`src/hw/rtl/mre_pkg.sv`:
```
package mre_pkg;

  localparam int unsigned NUM_COMP = 16;
  localparam int unsigned DIM = 4;
  localparam int unsigned K_W = (NUM_COMP > 1) ? $clog2(NUM_COMP) : 1;
  localparam int unsigned D_W = (DIM > 1) ? $clog2(DIM) : 1;
  localparam int unsigned CA_W = (NUM_COMP * DIM > 1) ? $clog2(NUM_COMP * DIM) : 1;
  localparam int unsigned SA_W = (NUM_COMP * DIM * DIM > 1) ? $clog2(NUM_COMP * DIM * DIM) : 1;
  localparam int unsigned ACC_W = 49 + D_W;
  localparam int unsigned EXP_STEPS = 21;
  localparam int unsigned B_W = 5;
  localparam int unsigned NUM_W = 63;
  localparam int unsigned DEN_W = 31 + K_W;
  localparam int unsigned DIV_CNT_W = $clog2(NUM_W);

  localparam logic [1:0] MODE_CENTER = 2'd0;
  localparam logic [1:0] MODE_SHAPE  = 2'd1;
  localparam logic [1:0] MODE_LOGW   = 2'd2;
  localparam logic [1:0] MODE_POINT  = 2'd3;

  localparam logic [2:0] ADDR_MASK = 3'd0;
  localparam logic [2:0] ADDR_THR  = 3'd4;

  localparam logic [30:0] EXP_TAB [0:EXP_STEPS-1] = '{
    31'd1073725440, 31'd1073709056, 31'd1073676290, 31'd1073610760,
    31'd1073479712, 31'd1073217664, 31'd1072693760, 31'd1071646719,
    31'd1069547571, 31'd1065385900, 31'd1057095000, 31'd1040706261,
    31'd1008687096, 31'd947573834,  31'd836230973,  31'd651257337,
    31'd395007542,  31'd145315154,  31'd19666267,   31'd360200,
    31'd121
  };

  typedef struct packed {
    logic [1:0]         mode;
    logic [3:0]         component;
    logic [3:0]         row_index;
    logic [3:0]         col_index;
    logic signed [31:0] value;
    logic [31:0]        point_weight;
    logic               last;
  } in_item_t;

  typedef struct packed {
    logic [3:0]  result_component;
    logic [31:0] responsibility;
    logic        skipped;
    logic        last_result;
  } out_item_t;

  typedef enum logic [3:0] {
    OP_NONE, OP_CLEAR, OP_DY, OP_VMUL, OP_VACC, OP_QMUL, OP_QACC, OP_SCORE,
    OP_XINIT, OP_XSTEP, OP_XDONE, OP_DMUL, OP_DSTART, OP_LOAD
  } op_t;

  typedef struct packed {
    op_t            op;
    logic [K_W-1:0] k;
    logic [D_W-1:0] i;
    logic [D_W-1:0] j;
    logic [B_W-1:0] b;
    logic           first;
    logic           last;
    logic           skip;
  } cmd_t;

  typedef struct packed {
    logic g_below;
    logic div_valid;
  } stat_t;

  function automatic logic signed [31:0] sat32(input logic signed [ACC_W-1:0] v);
    logic signed [31:0] res;
    if ((&v[ACC_W-1:31]) || !(|v[ACC_W-1:31])) begin
      res = v[31:0];
    end else if (v[ACC_W-1]) begin
      res = 32'sh80000000;
    end else begin
      res = 32'sh7fffffff;
    end
    return res;
  endfunction

endpackage

```
`src/hw/rtl/mre_ctrl.sv`:
```
module mre_ctrl (
  input  logic                          clk,
  input  logic                          rst_n,
  input  logic                          start,
  input  logic [mre_pkg::NUM_COMP-1:0]  mask,
  input  mre_pkg::stat_t                stat,
  input  logic                          out_stall,
  output mre_pkg::cmd_t                 cmd,
  output logic                          idle,
  output logic                          out_valid
);

  typedef enum logic [19:0] {
    S_IDLE    = 20'h00001,
    S_CHECK   = 20'h00002,
    S_K_SCAN  = 20'h00004,
    S_DY_RD   = 20'h00008,
    S_DY_WR   = 20'h00010,
    S_V_RD    = 20'h00020,
    S_V_MUL   = 20'h00040,
    S_V_ACC   = 20'h00080,
    S_Q_MUL   = 20'h00100,
    S_Q_ACC   = 20'h00200,
    S_SCORE   = 20'h00400,
    S_X_SCAN  = 20'h00800,
    S_X_INIT  = 20'h01000,
    S_X_STEP  = 20'h02000,
    S_X_DONE  = 20'h04000,
    S_D_SCAN  = 20'h08000,
    S_D_MUL   = 20'h10000,
    S_D_START = 20'h20000,
    S_D_WAIT  = 20'h40000,
    S_EMIT    = 20'h80000
  } state_t;

  state_t state_r, state_nxt;
  logic [mre_pkg::K_W-1:0] k_r, k_nxt;
  logic [mre_pkg::D_W-1:0] i_r, i_nxt, j_r, j_nxt;
  logic [mre_pkg::B_W-1:0] b_r, b_nxt;
  logic skip_r, skip_nxt;
  logic k_last, j_last, i_last, none_above, skip_now;

  assign k_last = k_r == mre_pkg::K_W'(mre_pkg::NUM_COMP - 1);
  assign j_last = j_r == mre_pkg::D_W'(mre_pkg::DIM - 1);
  assign i_last = i_r == mre_pkg::D_W'(mre_pkg::DIM - 1);
  assign skip_now = stat.g_below || (mask == '0);

  always_comb begin
    none_above = 1'b1;
    for (int n = 0; n < mre_pkg::NUM_COMP; n++) begin
      if (n > int'(k_r) && mask[n]) begin
        none_above = 1'b0;
      end
    end
  end

  always_comb begin
    state_nxt = state_r;
    k_nxt     = k_r;
    i_nxt     = i_r;
    j_nxt     = j_r;
    b_nxt     = b_r;
    skip_nxt  = skip_r;
    cmd.op    = mre_pkg::OP_NONE;
    cmd.k     = k_r;
    cmd.i     = i_r;
    cmd.j     = j_r;
    cmd.b     = b_r;
    cmd.first = 1'b0;
    cmd.last  = none_above;
    cmd.skip  = 1'b0;
    unique case (state_r)
      S_IDLE: begin
        if (start) begin
          state_nxt = S_CHECK;
        end
      end
      S_CHECK: begin
        k_nxt    = '0;
        skip_nxt = skip_now;
        if (skip_now) begin
          cmd.op    = mre_pkg::OP_LOAD;
          cmd.skip  = 1'b1;
          state_nxt = S_EMIT;
        end else begin
          cmd.op    = mre_pkg::OP_CLEAR;
          state_nxt = S_K_SCAN;
        end
      end
      S_K_SCAN: begin
        if (mask[k_r]) begin
          j_nxt     = '0;
          state_nxt = S_DY_RD;
        end else if (k_last) begin
          k_nxt     = '0;
          state_nxt = S_X_SCAN;
        end else begin
          k_nxt = k_r + 1'b1;
        end
      end
      S_DY_RD: state_nxt = S_DY_WR;
      S_DY_WR: begin
        cmd.op = mre_pkg::OP_DY;
        if (j_last) begin
          i_nxt     = '0;
          j_nxt     = '0;
          state_nxt = S_V_RD;
        end else begin
          j_nxt     = j_r + 1'b1;
          state_nxt = S_DY_RD;
        end
      end
      S_V_RD: state_nxt = S_V_MUL;
      S_V_MUL: begin
        cmd.op    = mre_pkg::OP_VMUL;
        state_nxt = S_V_ACC;
      end
      S_V_ACC: begin
        cmd.op    = mre_pkg::OP_VACC;
        cmd.first = j_r == '0;
        if (j_last) begin
          j_nxt     = '0;
          state_nxt = S_Q_MUL;
        end else begin
          j_nxt     = j_r + 1'b1;
          state_nxt = S_V_RD;
        end
      end
      S_Q_MUL: begin
        cmd.op    = mre_pkg::OP_QMUL;
        state_nxt = S_Q_ACC;
      end
      S_Q_ACC: begin
        cmd.op    = mre_pkg::OP_QACC;
        cmd.first = i_r == '0;
        if (i_last) begin
          state_nxt = S_SCORE;
        end else begin
          i_nxt     = i_r + 1'b1;
          state_nxt = S_V_RD;
        end
      end
      S_SCORE: begin
        cmd.op = mre_pkg::OP_SCORE;
        if (k_last) begin
          k_nxt     = '0;
          state_nxt = S_X_SCAN;
        end else begin
          k_nxt     = k_r + 1'b1;
          state_nxt = S_K_SCAN;
        end
      end
      S_X_SCAN: begin
        if (mask[k_r]) begin
          state_nxt = S_X_INIT;
        end else if (k_last) begin
          k_nxt     = '0;
          state_nxt = S_D_SCAN;
        end else begin
          k_nxt = k_r + 1'b1;
        end
      end
      S_X_INIT: begin
        cmd.op    = mre_pkg::OP_XINIT;
        b_nxt     = '0;
        state_nxt = S_X_STEP;
      end
      S_X_STEP: begin
        cmd.op = mre_pkg::OP_XSTEP;
        if (b_r == mre_pkg::B_W'(mre_pkg::EXP_STEPS - 1)) begin
          state_nxt = S_X_DONE;
        end else begin
          b_nxt = b_r + 1'b1;
        end
      end
      S_X_DONE: begin
        cmd.op = mre_pkg::OP_XDONE;
        if (k_last) begin
          k_nxt     = '0;
          state_nxt = S_D_SCAN;
        end else begin
          k_nxt     = k_r + 1'b1;
          state_nxt = S_X_SCAN;
        end
      end
      S_D_SCAN: begin
        if (mask[k_r]) begin
          state_nxt = S_D_MUL;
        end else if (k_last) begin
          state_nxt = S_IDLE;
        end else begin
          k_nxt = k_r + 1'b1;
        end
      end
      S_D_MUL: begin
        cmd.op    = mre_pkg::OP_DMUL;
        state_nxt = S_D_START;
      end
      S_D_START: begin
        cmd.op    = mre_pkg::OP_DSTART;
        state_nxt = S_D_WAIT;
      end
      S_D_WAIT: begin
        if (stat.div_valid) begin
          cmd.op    = mre_pkg::OP_LOAD;
          state_nxt = S_EMIT;
        end
      end
      S_EMIT: begin
        if (!out_stall) begin
          if (skip_r || none_above) begin
            state_nxt = S_IDLE;
          end else begin
            k_nxt     = k_r + 1'b1;
            state_nxt = S_D_SCAN;
          end
        end
      end
      default: state_nxt = S_IDLE;
    endcase
  end

  always_ff @(posedge clk) begin
    if (!rst_n) begin
      state_r <= S_IDLE;
      k_r     <= '0;
      i_r     <= '0;
      j_r     <= '0;
      b_r     <= '0;
      skip_r  <= 1'b0;
    end else begin
      state_r <= state_nxt;
      k_r     <= k_nxt;
      i_r     <= i_nxt;
      j_r     <= j_nxt;
      b_r     <= b_nxt;
      skip_r  <= skip_nxt;
    end
  end

  assign idle      = state_r == S_IDLE;
  assign out_valid = state_r == S_EMIT;

endmodule

```
`config.mk`:
```
export PLATFORM = sky130hd
export DESIGN_NAME = mre_ctrl
export DESIGN_NICKNAME = d
export VERILOG_FILES = /design/src/hw/rtl/mre_pkg.sv /design/src/hw/rtl/mre_ctrl.sv
export SDC_FILE = /design/constraint.sdc
export NUM_CORES = 1
export LEC_CHECK = 0
export BUFFER_PORTS_ARGS = -buffer_cell sky130_fd_sc_hd__buf_4
export CORE_ASPECT_RATIO = 1.25
export CORE_UTILIZATION = 57
export DETAILED_ROUTE_END_ITERATION = 8
export GPL_TIMING_DRIVEN = 1
export PLACE_DENSITY = 0.81
export SLEW_MARGIN = 10
export SYNTH_ARGS = -nofsm -noshare
export SYNTH_HDL_FRONTEND = slang
export SYNTH_SLANG_ARGS = --single-unit
```
`constraint.sdc`:
```
create_clock -name clk -period 3.2 [get_ports clk]
set_input_delay 0 -clock clk [delete_from_list [all_inputs] [get_ports clk]]
set_output_delay 0 -clock clk [all_outputs]
set_load 0.01 [all_outputs]
```
==> metrics.txt <==
antenna violations before repair 0; Remaining Overflow, GRT 0; endpoint class of the critical path flip-flop; port buffer count 43; vias in the first global route around 2600; diode count 0; WHS around 0.013 ns; CTS H-Tree Depth 2; Avg Synthesized Cell Area ~7.7 µm²; post-layout min period roughly 2.8 ns; achievable clock frequency 362.2 MHz; total power divided by cell area around 380 nW/µm²; routability-driven placement congestion ratio 0.9897; starting utilization of the core area 0.6005; clock sink total 34; detailed placement HPWL approximately 6000 µm; Post-synth EDFFs 0; startpoint kind of the worst setup timing path flip-flop; number of slew-limit violations in the final report 0; die area 4941 µm²; Multi-input gate area about 1800 µm²; boundary pin count between 40 and 50; largest fanout on the critical path 12; Setup violations, final 0; number of placed cells counting well taps roughly 440; first-pass GRT wire length 12390 µm; Critical Path RT around 3.4 ns; maximum number of pins on one net before global-route repair 22; number of iterations in the first detailed-routing pass 5; warning count from the yosys run 0; sequential-to-total area share from yosys stat 0.2561; worst hold path class primary input to flip-flop; Synth Register Bits 34; buffer count from post-CTS setup fixing 0; design area 3105 µm²; top_reg_cell synth sky130_fd_sc_hd__dfxtp_1; number of nets produced by synthesis around 380; number of hold buffers added after CTS 0; clock tree root buffer cell sky130_fd_sc_hd__clkbuf_8; Die Y a little under 80 µm; final cell count without fillers 443; actual slew at the worst max-slew pin 0.7108 ns; Worst slew margin 0.5195; # DRC 0; share of the clock period used by the worst path after layout 0.8628; setup total negative slack 0 ns; Max-cap violations 0; utilization after layout 0.7017; all-layer global routing usage 0.3238; Async SR Flop Fraction 0; die boundary width 63.07 µm; cells after synthesis about 350; final clock skew around 0.0053 ns; cell types occupying the most area after synthesis sky130_fd_sc_hd__dfxtp_1, sky130_fd_sc_hd__nor2_1, sky130_fd_sc_hd__ha_1; Net count, final between 400 and 500; leakage power 1.277 nW; Routed WL 7692 µm; number of cell rows 27; clock tree from TritonCTS done; run status completed; per-cell routed wire length roughly 17 µm; netlist area before placement around 2700 µm²; layout overhead on the synthesized area 16.86%; sequential standard cell area 680.7 µm²; Critical Path AT slightly below 3 ns; worst ir drop on vdd around 0.23 mV; vias after detailed routing 2823; core area approximately 4400 µm²; deepest clock path buffer count 2; share of post-route cells with drive strength above 1 0.1870; final count of hold timing violations 0; area share of the largest cell type after synthesis 0.2561; antenna-violating nets left 0; count of distinct cell types in the synthesized netlist roughly 70; CTS resizes 0; post-CTS clock slew at the launch and capture registers of the worst setup and hold paths 0.07 ns; RSZ-0062 raised after global routing no; post-synthesis cell type with the largest combined area sky130_fd_sc_hd__dfxtp_1; category of the critical setup timing path flip-flop to flip-flop; placement-stage cell area 3010 µm²; clock insertion delay at the later pin of the skew report approximately 0.30 ns; Num CTS Buffers 5; routed via count divided by cell count between 6 and 7; Fill cells between 300 and 400; violation count after the first detailed-route iteration roughly 250
layout by cell type (no fill, tap or decap), types with 5 or more instances in the layout:
cell	count
sky130_fd_sc_hd__a21oi_1	16
sky130_fd_sc_hd__and2_1	9
sky130_fd_sc_hd__and3_1	7
sky130_fd_sc_hd__and4b_1	5
sky130_fd_sc_hd__buf_4	47
sky130_fd_sc_hd__clkbuf_8	6
sky130_fd_sc_hd__dfxtp_1	34
sky130_fd_sc_hd__ha_1	9
sky130_fd_sc_hd__inv_1	15
sky130_fd_sc_hd__mux2i_1	10
sky130_fd_sc_hd__nand2_1	28
sky130_fd_sc_hd__nand3_1	18
sky130_fd_sc_hd__nand4_1	12
sky130_fd_sc_hd__nor2_1	38
sky130_fd_sc_hd__nor2b_1	8
sky130_fd_sc_hd__nor3_1	17
sky130_fd_sc_hd__nor4_1	7
sky130_fd_sc_hd__o21ai_0	9
sky130_fd_sc_hd__xor2_1	5
cells by family after synthesis:
logic type | share of synthesized area
and+or+nand+nor | 0.4153
AOI/OAI and AO/OA | 0.1690
DFF | 0.2561
buffers and inverters | 0.04990
muxes | 0.03767
xor gates and xnor gates | 0.02966
adders and majority gates | 0.04237
worst max-delay path, cell delays in order (launching register included):
cell and delay (ns):
sky130_fd_sc_hd__dfxtp_1 0.53, sky130_fd_sc_hd__ha_1 0.41, sky130_fd_sc_hd__o21ai_0 0.14, sky130_fd_sc_hd__a211oi_1 0.29
sky130_fd_sc_hd__o22ai_1 0.18, sky130_fd_sc_hd__o31ai_1 0.43, sky130_fd_sc_hd__nand2b_1 0.20, sky130_fd_sc_hd__nor3b_1 0.18
sky130_fd_sc_hd__a211o_1 0.29
cells in the mapped netlist (all sizes together) (9+ instances only):
cell and instances:
a21oi 16, and2 11, clkbuf 9, dfxtp 34, ha 9, inv 15, mux2i 10, nand2 29
nand3 18, nand4 12, nor2 38, nor3 19, nor4 9, o21ai 10
area by class of cell:
cell class / count / share of cell area
multi-input cells: 280 / 0.5939
repair buffers: 47 / 0.1136
clock buffers: 6 / 0.02659
inverters: 16 / 0.01934
well taps: 58 / 0.02337
clock inverters: 2 / 0.004029
flip-flops and latches: 34 / 0.2192
per-layer routing:
layer  up-vias  track usage  wire length [µm]
li1       1364            -                 -
met1      1267       0.3360              2956
met2       147       0.5645              3776
met3        45      0.06541               477
met4         0       0.2512               482
met5         -            0                 0
path summary, 6_finish.rpt:
path                                          start                  endpoint  slack, ns  depth (start not counted)
worst min-delay path                      out_stall  state_r[19]$_SDFFE_PN0P_       0.01                          3
worst max register to register  k_r[1]$_SDFFE_PN0P_       k_r[2]$_SDFFE_PN0P_       0.44                          8
worst min register to register  skip_r$_SDFFE_PN0P_       skip_r$_SDFFE_PN0P_       0.47                          2
worst max-delay path            k_r[1]$_SDFFE_PN0P_       k_r[2]$_SDFFE_PN0P_       0.44                          8
flip-flops by register name, indices dropped and copies added (netlist names):
register  count
b_r           5
state_r      20
k_r           4
j_r           2
skip_r        1
i_r           2
per-stage QoR:
step / worst slack (ns) / power [W]
6_report: 0.4391 / 0.001177
3_5_place_dp: 0.5091 / 0.0008342
5_1_grt: 0.2338 / 0.001233
3_3_place_gp: 0.5129 / 0.0008304
2_1_floorplan: 0.7975 / 0.0006973
4_1_cts: 0.4774 / 0.001170
power breakdown:
part	internal, W	switching (W)
Combinational	0.000150	0.000228
Sequential	0.000438	0.0000207
Clock	0.000173	0.000167
Power figures use the tool's default switching activity.
